**config.mk**
```make
export PLATFORM = sky130hd
export DESIGN_NAME = vfp_register_file_core
export DESIGN_NICKNAME = d
export VERILOG_FILES = /design/src/rtl/vfp_pkg.sv /design/src/rtl/vfp_register_file_core.sv /design/src/rtl/vfp_ctrl.sv /design/src/rtl/vfp_dpath.sv
export SDC_FILE = /design/constraint.sdc
export NUM_CORES = 2
export LEC_CHECK = 0
export BUFFER_PORTS_ARGS = -buffer_cell sky130_fd_sc_hd__buf_4
export CORE_UTILIZATION = 65
export DETAILED_ROUTE_END_ITERATION = 7
export PLACE_DENSITY_LB_ADDON = 0.25
export SETUP_SLACK_MARGIN = 0.15
export SYNTH_ARGS = -nofsm -noshare
export SYNTH_HDL_FRONTEND = slang
export SYNTH_SLANG_ARGS = --single-unit
```
**constraint.sdc**
```tcl
create_clock -name clock -period 12.4 [get_ports clock]
set_input_delay 1.86 -clock clock [delete_from_list [all_inputs] [get_ports clock]]
set_output_delay 1.86 -clock clock [all_outputs]
set_load 0.005 [all_outputs]
```
**src/rtl/vfp_pkg.sv**
```systemverilog
// ---------------------------------------------------------------------------
// vfp_pkg
// Shared types, codes and the system register field map of the FP register
// file.
// ---------------------------------------------------------------------------
`default_nettype none

package vfp_pkg;

   localparam int NUM_DOUBLES  = 16;
   localparam int DBL_IDX_W    = $clog2(NUM_DOUBLES);
   localparam int DATA_W       = 64;
   localparam int WORD_W       = 32;
   localparam int INDEX_W      = 5;
   localparam int VLEN_W       = 3;

   localparam int REQ_TDATA_W  = 72;
   localparam int REQ_TUSER_W  = 4;
   localparam int RSP_TDATA_W  = 72;
   localparam int RSP_TUSER_W  = 1;
   localparam int RSP_PAD_W    = RSP_TDATA_W - DATA_W - VLEN_W;

   localparam int CSR_INDEX_W  = 3;
   localparam int CSR_DATA_W   = 8;

   // configuration register indexes
   localparam logic [CSR_INDEX_W-1:0] CFG_IMPLEMENTOR = 3'd0;
   localparam logic [CSR_INDEX_W-1:0] CFG_FORMAT      = 3'd1;
   localparam logic [CSR_INDEX_W-1:0] CFG_PRECISION   = 3'd2;
   localparam logic [CSR_INDEX_W-1:0] CFG_ARCH        = 3'd3;
   localparam logic [CSR_INDEX_W-1:0] CFG_PART        = 3'd4;
   localparam logic [CSR_INDEX_W-1:0] CFG_VARIANT     = 3'd5;
   localparam logic [CSR_INDEX_W-1:0] CFG_REVISION    = 3'd6;

   localparam logic [3:0] ARCH_RESET = 4'd1;

   // precision support codes
   localparam logic [1:0] PREC_BOTH   = 2'd0;
   localparam logic [1:0] PREC_SINGLE = 2'd1;

   // register spaces
   localparam logic [1:0] SPACE_SINGLE = 2'd0;
   localparam logic [1:0] SPACE_DOUBLE = 2'd1;
   localparam logic [1:0] SPACE_SYSTEM = 2'd2;

   localparam logic [INDEX_W-1:0] SYS_CODE_INVALID = 5'd31;

   // exception word control bits and the ID register single-precision bit
   localparam int EXC_EX_BIT = 31;
   localparam int EXC_EN_BIT = 30;
   localparam int ID_SNG_BIT = 20;

   typedef enum logic [1:0] {
      REQ_READ  = 2'd0,
      REQ_WRITE = 2'd1,
      REQ_SETUP = 2'd2,
      REQ_CLEAR = 2'd3
   } req_kind_type;

   typedef enum logic [1:0] {
      SYS_ID = 2'd0,
      SYS_SC = 2'd1,
      SYS_EX = 2'd2
   } sys_reg_type;

   typedef struct packed {
      sys_reg_type       which;
      logic [4:0]        lo;
      logic [WORD_W-1:0] mask;
   } sys_field_type;

   typedef struct packed {
      logic capture;
      logic execute;
   } vfp_cmd_type;

   function automatic sys_field_type sys_lookup(input logic [INDEX_W-1:0] code);
      sys_field_type f;
      unique case (code)
         5'd0:  f = '{SYS_ID, 5'd0,  32'hFFFF_FFFF};
         5'd1:  f = '{SYS_ID, 5'd24, 32'h0000_00FF};
         5'd2:  f = '{SYS_ID, 5'd23, 32'h0000_0001};
         5'd3:  f = '{SYS_ID, 5'd21, 32'h0000_0003};
         5'd4:  f = '{SYS_ID, 5'd20, 32'h0000_0001};
         5'd5:  f = '{SYS_ID, 5'd16, 32'h0000_000F};
         5'd6:  f = '{SYS_ID, 5'd8,  32'h0000_00FF};
         5'd7:  f = '{SYS_ID, 5'd4,  32'h0000_000F};
         5'd8:  f = '{SYS_ID, 5'd0,  32'h0000_000F};
         5'd9:  f = '{SYS_SC, 5'd0,  32'hFFFF_FFFF};
         5'd10: f = '{SYS_SC, 5'd31, 32'h0000_0001};
         5'd11: f = '{SYS_SC, 5'd30, 32'h0000_0001};
         5'd12: f = '{SYS_SC, 5'd29, 32'h0000_0001};
         5'd13: f = '{SYS_SC, 5'd28, 32'h0000_0001};
         5'd14: f = '{SYS_SC, 5'd24, 32'h0000_0001};
         5'd15: f = '{SYS_SC, 5'd22, 32'h0000_0003};
         5'd16: f = '{SYS_SC, 5'd20, 32'h0000_0003};
         5'd17: f = '{SYS_SC, 5'd16, 32'h0000_0007};
         5'd18: f = '{SYS_SC, 5'd12, 32'h0000_0001};
         5'd19: f = '{SYS_SC, 5'd11, 32'h0000_0001};
         5'd20: f = '{SYS_SC, 5'd10, 32'h0000_0001};
         5'd21: f = '{SYS_SC, 5'd9,  32'h0000_0001};
         5'd22: f = '{SYS_SC, 5'd8,  32'h0000_0001};
         5'd23: f = '{SYS_SC, 5'd4,  32'h0000_0001};
         5'd24: f = '{SYS_SC, 5'd3,  32'h0000_0001};
         5'd25: f = '{SYS_SC, 5'd2,  32'h0000_0001};
         5'd26: f = '{SYS_SC, 5'd1,  32'h0000_0001};
         5'd27: f = '{SYS_SC, 5'd0,  32'h0000_0001};
         5'd28: f = '{SYS_EX, 5'd0,  32'hFFFF_FFFF};
         5'd29: f = '{SYS_EX, 5'd31, 32'h0000_0001};
         5'd30: f = '{SYS_EX, 5'd30, 32'h0000_0001};
         default: f = '{SYS_EX, 5'd0, 32'h0000_0000};
      endcase
      return f;
   endfunction

endpackage

`default_nettype wire

```
**src/rtl/vfp_register_file_core.sv**
```systemverilog
// ---------------------------------------------------------------------------
// vfp_register_file_core
// FP register file with single/double aliasing and ID, status and exception
// system registers.
// ---------------------------------------------------------------------------
//
//  channel   direction  handshake             payload
//  req_*     in         req_tvalid/tready     tuser: type, space; tdata: index, value
//  rsp_*     out        rsp_tvalid/tready     tdata: read data, length; tuser: bad
//  csr_*     in         csr_valid/csr_ready   csr_index, csr_data
//
//  Each transaction steps through capture, execute and respond, and waits out
//  any response stall, as stepped by the sequencer in vfp_ctrl.
//  One transaction is in flight at a time; req_tready is low until the
//  response is taken.
//  Synchronous reset clears the bank and the system registers and loads the
//  configuration defaults; csr_ready is always high.
// ---------------------------------------------------------------------------
`default_nettype none

module vfp_register_file_core (
   input  wire                                   clock,
   input  wire                                   reset,
   input  wire                                   req_tvalid,
   output logic                                  req_tready,
   // [4:0] reg_index, [68:5] write_value, [71:69] zero
   input  wire  [vfp_pkg::REQ_TDATA_W-1:0]       req_tdata,
   // [1:0] req_type, [3:2] reg_space
   input  wire  [vfp_pkg::REQ_TUSER_W-1:0]       req_tuser,
   output logic                                  rsp_tvalid,
   input  wire                                   rsp_tready,
   // [63:0] read_data, [66:64] vector_length, [71:67] zero
   output logic [vfp_pkg::RSP_TDATA_W-1:0]       rsp_tdata,
   // [0] bad_target
   output logic [vfp_pkg::RSP_TUSER_W-1:0]       rsp_tuser,
   input  wire                                   csr_valid,
   output logic                                  csr_ready,
   input  wire  [vfp_pkg::CSR_INDEX_W-1:0]       csr_index,
   input  wire  [vfp_pkg::CSR_DATA_W-1:0]        csr_data
);

   vfp_pkg::vfp_cmd_type             cmd;
   logic [vfp_pkg::DATA_W-1:0]       read_data;
   logic [vfp_pkg::VLEN_W-1:0]       vector_length;
   logic                             bad_target;

   assign csr_ready = 1'b1;

   vfp_ctrl u_ctrl (
      .clock      (clock),
      .reset      (reset),
      .req_tvalid (req_tvalid),
      .req_tready (req_tready),
      .rsp_tvalid (rsp_tvalid),
      .rsp_tready (rsp_tready),
      .cmd        (cmd)
   );

   vfp_dpath u_dpath (
      .clock         (clock),
      .reset         (reset),
      .cmd           (cmd),
      .req_type      (req_tuser[1:0]),
      .reg_space     (req_tuser[3:2]),
      .reg_index     (req_tdata[vfp_pkg::INDEX_W-1:0]),
      .write_value   (req_tdata[vfp_pkg::INDEX_W +: vfp_pkg::DATA_W]),
      .csr_write     (csr_valid && csr_ready),
      .csr_index     (csr_index),
      .csr_data      (csr_data),
      .read_data     (read_data),
      .vector_length (vector_length),
      .bad_target    (bad_target)
   );

   assign rsp_tdata = {{vfp_pkg::RSP_PAD_W{1'b0}}, vector_length, read_data};
   assign rsp_tuser = bad_target;

endmodule

`default_nettype wire

```
**src/rtl/vfp_ctrl.sv**
```systemverilog
// ---------------------------------------------------------------------------
// vfp_ctrl
// Sequencer: capture a request, execute it in the datapath, hold the response.
// ---------------------------------------------------------------------------
`default_nettype none

module vfp_ctrl (
   input  wire                 clock,
   input  wire                 reset,
   input  wire                 req_tvalid,
   output logic                req_tready,
   output logic                rsp_tvalid,
   input  wire                 rsp_tready,
   output vfp_pkg::vfp_cmd_type cmd
);

   typedef enum logic [1:0] {
      ST_IDLE,
      ST_EXEC,
      ST_DONE
   } state_type;

   state_type state_ff;
   logic      req_tready_ff;
   logic      rsp_tvalid_ff;
   logic      execute_ff;
   logic      accept;

   assign accept      = req_tvalid && req_tready_ff;
   assign req_tready  = req_tready_ff;
   assign rsp_tvalid  = rsp_tvalid_ff;
   assign cmd.capture = accept;
   assign cmd.execute = execute_ff;

   always_ff @(posedge clock) begin
      if (reset) begin
         state_ff      <= ST_IDLE;
         req_tready_ff <= 1'b1;
         rsp_tvalid_ff <= 1'b0;
         execute_ff    <= 1'b0;
      end else begin
         unique case (state_ff)
            ST_IDLE: begin
               if (accept) begin
                  state_ff      <= ST_EXEC;
                  req_tready_ff <= 1'b0;
                  execute_ff    <= 1'b1;
               end
            end
            ST_EXEC: begin
               state_ff      <= ST_DONE;
               execute_ff    <= 1'b0;
               rsp_tvalid_ff <= 1'b1;
            end
            ST_DONE: begin
               if (rsp_tready) begin
                  state_ff      <= ST_IDLE;
                  rsp_tvalid_ff <= 1'b0;
                  req_tready_ff <= 1'b1;
               end
            end
            default: begin
               state_ff      <= ST_IDLE;
               req_tready_ff <= 1'b1;
               rsp_tvalid_ff <= 1'b0;
               execute_ff    <= 1'b0;
            end
         endcase
      end
   end

endmodule

`default_nettype wire

```
**src/rtl/vfp_dpath.sv**
```systemverilog
// ---------------------------------------------------------------------------
// vfp_dpath
// Double bank, system registers, configuration registers and result holding.
// ---------------------------------------------------------------------------
`default_nettype none

module vfp_dpath (
   input  wire                                  clock,
   input  wire                                  reset,
   input  vfp_pkg::vfp_cmd_type                 cmd,
   input  wire  [1:0]                           req_type,
   input  wire  [1:0]                           reg_space,
   input  wire  [vfp_pkg::INDEX_W-1:0]          reg_index,
   input  wire  [vfp_pkg::DATA_W-1:0]           write_value,
   input  wire                                  csr_write,
   input  wire  [vfp_pkg::CSR_INDEX_W-1:0]      csr_index,
   input  wire  [vfp_pkg::CSR_DATA_W-1:0]       csr_data,
   output logic [vfp_pkg::DATA_W-1:0]           read_data,
   output logic [vfp_pkg::VLEN_W-1:0]           vector_length,
   output logic                                 bad_target
);

   // latched request
   vfp_pkg::req_kind_type                kind_ff;
   logic [1:0]                           space_ff;
   logic [vfp_pkg::INDEX_W-1:0]          index_ff;
   logic [vfp_pkg::DATA_W-1:0]           wval_ff;

   // configuration
   logic [7:0] impl_ff;
   logic [1:0] format_ff;
   logic [1:0] prec_ff;
   logic [3:0] arch_ff;
   logic [7:0] part_ff;
   logic [3:0] variant_ff;
   logic [3:0] rev_ff;

   // architectural state
   logic [vfp_pkg::DATA_W-1:0] bank_ff [vfp_pkg::NUM_DOUBLES];
   logic [vfp_pkg::WORD_W-1:0] id_ff, id_in;
   logic [vfp_pkg::WORD_W-1:0] sc_ff, sc_in;
   logic [vfp_pkg::WORD_W-1:0] exc_ff, exc_in;

   logic [vfp_pkg::DATA_W-1:0] read_data_ff, read_data_in;
   logic                       bad_ff, bad_in;

   logic [vfp_pkg::DBL_IDX_W-1:0] dbl_sel;
   logic [vfp_pkg::DATA_W-1:0]    dbl_cur;
   logic [vfp_pkg::DATA_W-1:0]    bank_wdata;
   logic                          bank_wr;
   logic                          bank_clear;
   vfp_pkg::sys_field_type        fld;
   logic [vfp_pkg::WORD_W-1:0]    sys_cur;
   logic [vfp_pkg::WORD_W-1:0]    sys_get;
   logic [vfp_pkg::WORD_W-1:0]    sys_put;
   logic                          sng_bit;

   always_ff @(posedge clock) begin
      if (cmd.capture) begin
         kind_ff  <= vfp_pkg::req_kind_type'(req_type);
         space_ff <= reg_space;
         index_ff <= reg_index;
         wval_ff  <= write_value;
      end
   end

   always_ff @(posedge clock) begin
      if (reset) begin
         impl_ff    <= '0;
         format_ff  <= '0;
         prec_ff    <= '0;
         arch_ff    <= vfp_pkg::ARCH_RESET;
         part_ff    <= '0;
         variant_ff <= '0;
         rev_ff     <= '0;
      end else if (csr_write) begin
         unique case (csr_index)
            vfp_pkg::CFG_IMPLEMENTOR: impl_ff    <= csr_data;
            vfp_pkg::CFG_FORMAT:      format_ff  <= csr_data[1:0];
            vfp_pkg::CFG_PRECISION:   prec_ff    <= csr_data[1:0];
            vfp_pkg::CFG_ARCH:        arch_ff    <= csr_data[3:0];
            vfp_pkg::CFG_PART:        part_ff    <= csr_data;
            vfp_pkg::CFG_VARIANT:     variant_ff <= csr_data[3:0];
            vfp_pkg::CFG_REVISION:    rev_ff     <= csr_data[3:0];
            default: ;
         endcase
      end
   end

   always_comb begin
      dbl_sel = (space_ff == vfp_pkg::SPACE_SINGLE) ?
                index_ff[vfp_pkg::DBL_IDX_W:1] : index_ff[vfp_pkg::DBL_IDX_W-1:0];
      dbl_cur = bank_ff[dbl_sel];
      fld     = vfp_pkg::sys_lookup(index_ff);
      unique case (fld.which)
         vfp_pkg::SYS_ID: sys_cur = id_ff;
         vfp_pkg::SYS_SC: sys_cur = sc_ff;
         default:         sys_cur = exc_ff;
      endcase
      sys_get = (sys_cur >> fld.lo) & fld.mask;
      sys_put = (sys_cur & ~(fld.mask << fld.lo)) |
                ((wval_ff[vfp_pkg::WORD_W-1:0] & fld.mask) << fld.lo);
      if (prec_ff == vfp_pkg::PREC_BOTH) begin
         sng_bit = 1'b0;
      end else if (prec_ff == vfp_pkg::PREC_SINGLE) begin
         sng_bit = 1'b1;
      end else begin
         sng_bit = id_ff[vfp_pkg::ID_SNG_BIT];
      end
   end

   always_comb begin
      id_in        = id_ff;
      sc_in        = sc_ff;
      exc_in       = exc_ff;
      read_data_in = '0;
      bad_in       = 1'b0;
      bank_wr      = 1'b0;
      bank_clear   = 1'b0;
      bank_wdata   = dbl_cur;
      unique case (kind_ff)
         vfp_pkg::REQ_SETUP: begin
            exc_in[vfp_pkg::EXC_EN_BIT] = 1'b1;
            exc_in[vfp_pkg::EXC_EX_BIT] = 1'b0;
            sc_in = '0;
            id_in = {impl_ff, 1'b0, format_ff, sng_bit, arch_ff, part_ff, variant_ff, rev_ff};
         end
         vfp_pkg::REQ_CLEAR: begin
            bank_clear = 1'b1;
            exc_in[vfp_pkg::EXC_EN_BIT] = 1'b0;
         end
         vfp_pkg::REQ_READ, vfp_pkg::REQ_WRITE: begin
            unique case (space_ff)
               vfp_pkg::SPACE_SINGLE: begin
                  if (kind_ff == vfp_pkg::REQ_READ) begin
                     read_data_in = index_ff[0] ? {32'b0, dbl_cur[63:32]} :
                                                  {32'b0, dbl_cur[31:0]};
                  end else begin
                     bank_wr    = 1'b1;
                     bank_wdata = index_ff[0] ? {wval_ff[31:0], dbl_cur[31:0]} :
                                                {dbl_cur[63:32], wval_ff[31:0]};
                  end
               end
               vfp_pkg::SPACE_DOUBLE: begin
                  if (index_ff[vfp_pkg::DBL_IDX_W]) begin
                     bad_in = 1'b1;
                  end else if (kind_ff == vfp_pkg::REQ_READ) begin
                     read_data_in = dbl_cur;
                  end else begin
                     bank_wr    = 1'b1;
                     bank_wdata = wval_ff;
                  end
               end
               vfp_pkg::SPACE_SYSTEM: begin
                  if (index_ff == vfp_pkg::SYS_CODE_INVALID) begin
                     bad_in = 1'b1;
                  end else if (kind_ff == vfp_pkg::REQ_READ) begin
                     read_data_in = {32'b0, sys_get};
                  end else begin
                     unique case (fld.which)
                        vfp_pkg::SYS_ID: id_in  = sys_put;
                        vfp_pkg::SYS_SC: sc_in  = sys_put;
                        default:         exc_in = sys_put;
                     endcase
                  end
               end
               default: bad_in = 1'b1;
            endcase
         end
         default: ;
      endcase
   end

   always_ff @(posedge clock) begin
      if (reset) begin
         for (int i = 0; i < vfp_pkg::NUM_DOUBLES; i++) begin
            bank_ff[i] <= '0;
         end
         id_ff  <= '0;
         sc_ff  <= '0;
         exc_ff <= '0;
      end else if (cmd.execute) begin
         for (int i = 0; i < vfp_pkg::NUM_DOUBLES; i++) begin
            if (bank_clear) begin
               bank_ff[i] <= '0;
            end else if (bank_wr && (dbl_sel == vfp_pkg::DBL_IDX_W'(i))) begin
               bank_ff[i] <= bank_wdata;
            end
         end
         id_ff  <= id_in;
         sc_ff  <= sc_in;
         exc_ff <= exc_in;
      end
   end

   always_ff @(posedge clock) begin
      if (cmd.execute) begin
         read_data_ff <= read_data_in;
         bad_ff       <= bad_in;
      end
   end

   assign read_data     = read_data_ff;
   assign bad_target    = bad_ff;
   assign vector_length = sc_ff[18:16];

endmodule

`default_nettype wire
```
==> metrics.txt <==
outcome=finished, violations left; failing checks=design-rule violations; drt first pass iters=8; maxcap violations=0; RSZ-0062 raised after global routing=false; WP data arrival=5.89 ns; maximum VDD drop=0.1509 mV; area grow syn2layout=9.573%; Final Cell Area=66090 um2; standard-cell rows=111; period utilization=44.37%; Distinct cells, synth=85; share of synthesized flip-flops with an asynchronous set or reset=0%; initial detailed-routing violation count=8861; slew margin rel.=2.033%; startpoint types=flip-flop; Remaining DRCs=1; Root Driver=clkbuf_16; fillers=6117; Yosys top cell area share=57.85%; Max Fclk=0.1818 GHz; leakage=24.46 nW; Clock Sinks=1308; hold crit path type=flip-flop to flip-flop; first-pass GRT wire length=303200 um; Post-Syn Area=60320 um2; worst slack at placement=6.642 ns; syn avg cell area=11.30 um2; GRT Util Overall=44.91%; I/O pins=168; CTS Buffer Depth=3; Die W=306.6 um; hold buffers post-CTS=0; Multi-input gate area=20510 um2; number of synthesized flops with an enable pin=1162; CP Class=flip-flop to flip-flop; average wire per standard cell=32.60 um; DP HPWL=121500 um; worst-skew pair later-pin latency=0.79 ns; vias=48400; Routed WL=214400 um; Post-CTS Resized=0; Critical Path RT=12.79 ns; Power Dens Cells=162.7 nW/um2; crit-path max FO=65; worst slew pin tran=1.429 ns; final hold viol count=0; CP peak stage delay=0.94 ns; sequential cell area fraction in the yosys report=62.70%; initial antenna violation count=26; Mapped Cells=5340; die height=306.6 um; CTS tree=built; DRT antenna net count=0; Max stage delay cell, worst path=nand2_4; final setup TNS=0 ns; post-CTS setup buffer count=0; vias in the first global route=45720; Synth Flop Type=edfxtp_1; final setup violating endpoints=0; Slew Limit Fails=0; CP cell instances=a21oi_1 > nand3_1 > nor2_1 > nand2_4 > nand2_4 > buf_4; min cycle time layout=5.502 ns; worst setup margin=6.898 ns; Starting Density=65.70%; largest net degree at the start of global routing=166; Total Die Area=94020 um2; GP Congestion=0.9956; H-tree levels=4; clock-pin slew on the worst setup and hold paths=0.06 ns; CP dominant cell by count=nand2_4; Worst setup EP type=flip-flop; skew final=0.05494 ns; Yosys top cell by area=edfxtp_1; Placeable Area=91800 um2; Yosys warnings=0; Yosys reg bits=1308; Final nets=5310; total power=0.01076 W; vias per std cell=7.362; fraction of layout instances using a drive strength above 1=11.95%; Reg area=37830 um2; Area contributors post-synth=edfxtp_1 58%, nor2_1 8.1%, dfxtp_1 4.8%, nor3_1 4.1%, o22ai_1 3.0%; cts bufs inserted=130; port bufs=158; placed cell area=61960 um2; GRT overflow=0
cells by family (layout without fill, tap and decap cells):
logic type	after synthesis	count (layout)	share of synthesized area [%]
simple gates	2150	2150	15.00
flops	1308	1308	62.70
compound gates	1081	1081	12.75
buf+inv	546	517	3.914
mux	246	246	5.474
fa+ha+maj	7	7	0.1452
other cells	2	23	0.01245
area by class of cell:
type / count / area share (%)
flip-flops and latches: 1308 / 57.24
multi-input cells: 3490 / 31.03
clock buffers: 177 / 5.475
repair buffers: 259 / 3.018
well taps: 1243 / 2.353
clock inverters: 59 / 0.6815
inverters: 22 / 0.1344
diodes: 17 / 0.06437
metal layers:
metal	routed length [um]	part of all wire [%]	track usage, %	vias up
li1	-	-	-	19680
met1	66770	31	53.15	22910
met2	92490	43	64.69	4597
met3	34180	16	17.37	1196
met4	20590	9.6	38.05	24
met5	327	0.15	0.1550	-
Yosys cell counts (all sizes together), types with 6 or more instances:
| cell type | n |
|---|---|
| a211o | 11 |
| a211oi | 95 |
| a21o | 9 |
| a21oi | 100 |
| a221o | 9 |
| a221oi | 6 |
| a22o | 8 |
| a22oi | 37 |
| a2bb2o | 11 |
| a2bb2oi | 6 |
| a31oi | 10 |
| a32oi | 9 |
| and2 | 22 |
| and3 | 8 |
| buf | 226 |
| clkbuf | 298 |
| dfxtp | 146 |
| edfxtp | 1162 |
| ha | 7 |
| inv | 19 |
| mux2 | 61 |
| mux2i | 124 |
| mux4 | 61 |
| nand2 | 219 |
| nand2b | 11 |
| nand3 | 28 |
| nand4 | 8 |
| nor2 | 1310 |
| nor2b | 7 |
| nor3 | 498 |
| nor4 | 6 |
| o2111a | 37 |
| o2111ai | 30 |
| o211a | 9 |
| o211ai | 14 |
| o21a | 31 |
| o21ai | 100 |
| o221ai | 13 |
| o22a | 10 |
| o22ai | 287 |
| o31ai | 197 |
| or2 | 10 |
| or3 | 7 |
power breakdown:
part / switching (W) / internal (W)
clock: 0.00171 / 0.00212
sequential: 0.000136 / 0.00502
combinational: 0.00131 / 0.000459
per-stage QoR:
stage | util [%] | hold slack, ns | instances
detailed placement | 67.49 | 0.4334 | 6321
global route | 71.97 | 0.4717 | 6566
CTS | 71.93 | 0.4482 | 6557
global placement | 67.49 | 0.4276 | 6321
floorplan | - | 0.4194 | 5344
finish | 71.99 | 0.4514 | 6575
layout by cell type (no fill, tap or decap), types with 37 or more instances in the layout:
cell and count:
a21oi_1 99, a22oi_1 37, nand2_1 186, dfxtp_1 140
mux2_2 58, mux4_2 61, o21ai_0 97, o2111a_1 37
nor2_1 1306, buf_4 255, mux2i_1 120, o31ai_1 197
edfxtp_1 1162, a211oi_1 95, nor3_1 496, clkbuf_16 137
o22ai_1 285
critical path, delay by kind of cell (launching register included):
kind | cells | cell delay (ns)
compound gates | 1 | 0.74
flops | 1 | 0.73
simple gates | 4 | 2.70
buf+inv | 1 | 0.89
sequential cells by signal, indices dropped and copies added (netlist names), 2 cells and up:
name,flops
u_dpath.part_ff,8
u_dpath.kind_ff,2
u_dpath.wval_ff,64
u_dpath.read_data,64
u_dpath.rev_ff,4
u_dpath.index_ff,5
u_dpath.id_ff,32
u_dpath.fld,13
u_ctrl.state_ff,2
u_dpath.variant_ff,4
u_dpath.bank_ff,1024
u_dpath.arch_ff,4
u_dpath.space_ff,2
u_dpath.exc_ff,32
u_dpath.format_ff,2
u_dpath.sc_ff,32
u_dpath.prec_ff,2
u_dpath.impl_ff,8
path summary, 6_finish.rpt:
check / startpoint / end / slack, ns / cells after the start
max: u_dpath.space_ff[0]$_DFFE_PP_ / u_dpath.bank_ff[6][63]$_SDFFCE_PN0P_ / 6.90 / 6
min: u_dpath.sc_ff[23]$_SDFFE_PP0P_ / u_dpath.sc_ff[23]$_SDFFE_PP0P_ / 0.45 / 2
max reg2reg: u_dpath.space_ff[0]$_DFFE_PP_ / u_dpath.bank_ff[6][63]$_SDFFCE_PN0P_ / 6.90 / 6
min reg2reg: u_dpath.sc_ff[23]$_SDFFE_PP0P_ / u_dpath.sc_ff[23]$_SDFFE_PP0P_ / 0.45 / 2
(Power assumes the default switching activity.)
